$ cat config.mk
export PLATFORM = sky130hd
export DESIGN_NAME = p1305_ctrl
export DESIGN_NICKNAME = d
export VERILOG_FILES = /design/src/hdl/p1305_pkg.sv /design/src/hdl/p1305_ctrl.sv
export SDC_FILE = /design/constraint.sdc
export NUM_CORES = 1
export LEC_CHECK = 0
export ABC_AREA = 1
export BUFFER_PORTS_ARGS = -buffer_cell sky130_fd_sc_hd__buf_2
export CAP_MARGIN = 10
export CORE_AREA = 4 4 41 43
export DETAILED_ROUTE_END_ITERATION = 7
export DIE_AREA = 0 0 45 47
export PLACE_DENSITY = 0.75
export SYNTH_ARGS = -nofsm -noshare
export SYNTH_HDL_FRONTEND = slang
export SYNTH_SLANG_ARGS = --single-unit
$ cat constraint.sdc
create_clock -name clk -period 2 [get_ports clk]
set_clock_uncertainty 0.05 [all_clocks]
set_input_delay 0.5 -clock clk [delete_from_list [all_inputs] [get_ports clk]]
set_output_delay 0.5 -clock clk [all_outputs]
set_load 0.02 [all_outputs]
$ cat src/hdl/p1305_pkg.sv
`default_nettype none
package p1305_pkg;

  localparam int NLimb = 5;
  localparam int LimbW = 26;
  localparam int AccW  = 27;
  localparam int AddW  = 28;
  localparam int ProdW = AddW + LimbW;
  localparam int ColW  = 62;
  localparam int TmpW  = 40;
  localparam int KeyW  = 64;
  localparam int BlkW  = 128;
  localparam int HW    = 131;

  localparam logic [BlkW-1:0] RClamp = 128'h0ffffffc0ffffffc0ffffffc0fffffff;

  typedef enum logic [1:0] {
    CFG_R_LOW,
    CFG_R_HIGH,
    CFG_S_LOW,
    CFG_S_HIGH
  } cfg_idx_t;

  typedef enum logic [3:0] {
    ST_IDLE,
    ST_PREP,
    ST_MUL,
    ST_DRAIN,
    ST_CARRY1,
    ST_CARRY2,
    ST_CARRY3,
    ST_PADCHK,
    ST_TAG1,
    ST_TAG2,
    ST_TAG3,
    ST_TAG4
  } state_t;

  typedef struct packed {
    logic       load_in;
    logic       load_pad;
    logic       prep;
    logic       mul;
    logic [2:0] k;
    logic       carry_d;
    logic       carry_t;
    logic       carry_acc;
    logic       tag1;
    logic       tag2;
    logic       tag3;
    logic       tag4;
  } cmd_t;

  typedef struct packed {
    logic full;
    logic pend_nz;
  } status_t;

  // one parallel carry pass over five limbs, top carry folded back times five
  function automatic logic [NLimb-1:0][TmpW-1:0] carry_pass(
    input logic [NLimb-1:0][ColW-1:0] v
  );
    logic [NLimb-1:0][TmpW-1:0] res;
    logic [ColW-LimbW-1:0]      c;
    for (int i = 0; i < NLimb; i++) begin
      if (i == 0) begin
        c = v[NLimb-1][ColW-1:LimbW];
        res[i] = TmpW'(v[i][LimbW-1:0]) + TmpW'(c) + TmpW'({c, 2'b00});
      end else begin
        c = v[i-1][ColW-1:LimbW];
        res[i] = TmpW'(v[i][LimbW-1:0]) + TmpW'(c);
      end
    end
    return res;
  endfunction

endpackage
`default_nettype wire

$ cat src/hdl/p1305_ctrl.sv
`default_nettype none
module p1305_ctrl (
  input  wire logic              clk,
  input  wire logic              rst,
  input  wire logic              in_valid,
  output logic                   in_stall,
  input  wire logic              final_chunk,
  output logic                   out_valid,
  input  wire logic              out_stall,
  input  wire p1305_pkg::status_t st,
  output p1305_pkg::cmd_t        cmd
);
  import p1305_pkg::*;

  state_t     state, state_next;
  logic [2:0] k, k_next;
  logic       fin, fin_next;
  logic       ov_next;

  always_ff @(posedge clk) begin
    if (rst) begin
      state     <= ST_IDLE;
      k         <= '0;
      fin       <= 1'b0;
      out_valid <= 1'b0;
    end else begin
      state     <= state_next;
      k         <= k_next;
      fin       <= fin_next;
      out_valid <= ov_next;
    end
  end

  assign in_stall = (state != ST_IDLE);

  always_comb begin
    state_next = state;
    k_next     = k;
    fin_next   = fin;
    ov_next    = out_valid && out_stall;
    cmd        = '0;
    cmd.k      = k;
    case (state)
      ST_IDLE: begin
        if (in_valid) begin
          cmd.load_in = 1'b1;
          fin_next    = final_chunk;
          if (st.full) begin
            state_next = ST_PREP;
          end else if (final_chunk) begin
            state_next = ST_PADCHK;
          end
        end
      end
      ST_PREP: begin
        cmd.prep   = 1'b1;
        k_next     = '0;
        state_next = ST_MUL;
      end
      ST_MUL: begin
        cmd.mul = 1'b1;
        if (k == 3'(NLimb - 1)) begin
          k_next     = '0;
          state_next = ST_DRAIN;
        end else begin
          k_next = k + 3'd1;
        end
      end
      ST_DRAIN: state_next = ST_CARRY1;
      ST_CARRY1: begin
        cmd.carry_d = 1'b1;
        state_next  = ST_CARRY2;
      end
      ST_CARRY2: begin
        cmd.carry_t = 1'b1;
        state_next  = ST_CARRY3;
      end
      ST_CARRY3: begin
        cmd.carry_acc = 1'b1;
        state_next    = fin ? ST_PADCHK : ST_IDLE;
      end
      ST_PADCHK: begin
        if (st.pend_nz) begin
          cmd.load_pad = 1'b1;
          state_next   = ST_PREP;
        end else begin
          state_next = ST_TAG1;
        end
      end
      ST_TAG1: begin
        cmd.tag1   = 1'b1;
        state_next = ST_TAG2;
      end
      ST_TAG2: begin
        cmd.tag2   = 1'b1;
        state_next = ST_TAG3;
      end
      ST_TAG3: begin
        cmd.tag3   = 1'b1;
        state_next = ST_TAG4;
      end
      ST_TAG4: begin
        if (!out_valid || !out_stall) begin
          cmd.tag4   = 1'b1;
          ov_next    = 1'b1;
          fin_next   = 1'b0;
          state_next = ST_IDLE;
        end
      end
      default: state_next = ST_IDLE;
    endcase
  end

endmodule
`default_nettype wire

==> run metrics <==
CP max FO 6; layout cells sized above 1 32.5%; NetSw 0.000520 W; Initial Util 46.8%; initial DRC count 17; area of the core 1300 um^2; DP HPWL 1250 um; synth unique cells 21; Critical Path End Type primary output; Layout area overhead 25.5%; Worst setup SP type register; post-route cell area 764 um^2; fin crit period 1.84 ns; Worst Hold Path EP state[1]; Final #Nets 133; Worst EP required 1.45 ns; Logic pwr share 59.7%; Tot GR Track Use 15.9%; FILL cells 141; initial antenna violation count 0; Clk network pwr share 13.9%; setup total negative slack 0 ns; mapped cell area 609 um^2; post-synthesis cell count 97; WP data arrival 1.29 ns; PD cells 1330 nW/um^2; Worst R2R Start state[0]; synth top area cells dfxtp_1, inv_1, nand2_1; DR vias/cell 4.79; worst reg2reg path endpoint state[1]; post-DR wirelength/cell 10.7 um; fin crit share 92.2%; outcome finished clean; # H-tree levels 1; DRT Wirelength 1470 um; Synth top area share 29.6%; setup bufs post-CTS 0; post-place instance area 738 um^2; Seq. cell area 180 um^2; synthesized area per cell 6.28 um^2; DRC violations left 0; Net Sw Frac 51.2%; r2r worst-path depth 6; pin count of the biggest net entering global routing 8; HP Start rst; Synth area leader dfxtp_1; RSZ-0062 raised after global routing no; root buffer cell clkbuf_4; Setup CP Type reg2out; RD Place Congestion 0.838; Rows 13; chip width 45 um; Vias 661; commonest non-fill, non-tap cell in the layout buf_2; CTS tree done; FMAX 542 MHz; vias in the first global route 614; ANT nets after route 0; number of diodes 0; Internal Dissipation 0.000496 W; max-cap viol count 0; area of the multi-input gates 347 um^2; clk_lat worst skew 0.26 ns; first-pass GRT wire length 2420 um; Worst VDD drop 578 uV; Sequential Power Share 26.5%; GR Overflow Total 0; worst slew pin tran 0.289 ns; final setup violating endpoints 0; chip height 47 um; DR pass1 iterations 4; commonest cells after routing, fill and taps aside buf_2, inv_1, nand2_1; Final Worst Setup Slack 0.156 ns; Hold Path Cell Cnt 2; dpl ws 0.441 ns; Seq cells post-synth 9; Seq/Total Area, Yosys 29.6%; cts bufs inserted 3; Final Hold Violating Endpoints 0; CTS resizes 0; worst reg-to-reg setup slack 0.71 ns; I/O pins 23; Yosys warnings 0; # hold bufs at CTS 0; worst-case clock buffer depth 2; Slew HR 80.7%; die area 2120 um^2; Syn Nets 106; port bufs 22; Hold Path Class in2reg; # clock sinks 9; Worst-path clk slew 0.06 ns; static leakage 0.450 nW; max-slew violations 0
[registers in the layout, indices dropped and copies added, names as in the netlist]
| register | count |
|---|---|
| state | 4 |
| out_valid | 1 |
| fin | 1 |
| k | 3 |
[worst max-delay path, cell delays in order, from the launching register on]
cell and delay, ns:
dfxtp_1 0.36, nor2_1 0.27, nand2_2 0.14, nor2_1 0.10, buf_2 0.16
[cells by family (layout without fill, tap and decap cells)]
kind of cell    after synthesis  count (layout)  synth area share, %
buf+inv                      22              48                 13.6
flops                         9               9                 29.6
compound gates               13              13                 13.3
simple gates                 50              50                 38.0
xor+xnor                      1               1                 1.44
fa+ha+maj                     2               2                 4.11
[power by group through the flow]
| stage | Sequential, W | Clock [W] | Combinational [W] |
|---|---|---|---|
| 2_1_floorplan | 0.000277 | 0 | 0.000437 |
| 5_1_grt | 0.000277 | 0.000159 | 0.000675 |
| 3_5_place_dp | 0.000273 | 0 | 0.000602 |
| 3_3_place_gp | 0.000272 | 0 | 0.000601 |
| 6_report | 0.000269 | 0.000141 | 0.000606 |
| 4_1_cts | 0.000269 | 0.000147 | 0.000605 |
[cells in the mapped netlist]
| cell | number |
|---|---|
| a21oi_1 | 7 |
| a21oi_2 | 2 |
| dfxtp_1 | 9 |
| ha_1 | 2 |
| inv_1 | 20 |
| inv_2 | 2 |
| nand2_1 | 18 |
| nand2_2 | 4 |
| nand3_1 | 3 |
| nand3_2 | 1 |
| nand3b_1 | 1 |
| nand4_1 | 2 |
| nor2_1 | 15 |
| nor2_2 | 4 |
| o21ai_0 | 1 |
| o21ai_1 | 1 |
| o22ai_1 | 1 |
| o22ai_2 | 1 |
| or2_0 | 1 |
| or2_2 | 1 |
| xnor2_1 | 1 |
[stage by stage]
step / power (W) / hold slack, ns / utilization (%) / std cells
2_1_floorplan: 0.000714 / 0.406 / - / 97
3_3_place_gp: 0.000873 / 0.437 / 56.7 / 134
3_5_place_dp: 0.000876 / 0.439 / 56.7 / 134
4_1_cts: 0.00102 / 0.434 / 58.8 / 138
5_1_grt: 0.00111 / 0.440 / 58.8 / 138
6_report: 0.00102 / 0.440 / 58.8 / 138
[worst max path at each step]
stage / from / endpoint / slack [ns] / cells after the start
detailed placement: state[0] / cmd[0] / 0.44 / 5
global placement: state[0] / cmd[0] / 0.46 / 5
floorplan: state[3] / cmd[13] / 0.42 / 3
global route: state[0] / cmd[0] / 0.005 / 5
finish: state[0] / cmd[13] / 0.16 / 4
CTS: state[0] / cmd[0] / 0.14 / 5
[metal layers]
| metal | up-vias | track usage [%] | part of all wire, % |
|---|---|---|---|
| met2 | 24 | 29.1 | 49 |
| met5 | - | 0 | 0 |
| li1 | 351 | - | - |
| met4 | 0 | 3.51 | 0.54 |
| met3 | 2 | 6.13 | 7.9 |
| met1 | 284 | 17.4 | 43 |
[layout make-up]
class,count,share of cell area (%)
multi-input combinational,66,45.3
sequential,9,23.6
inverter,22,10.8
timing repair buffer,22,14.4
clock buffer,4,3.44
tap,15,2.45
(Power assumes the default switching activity.)
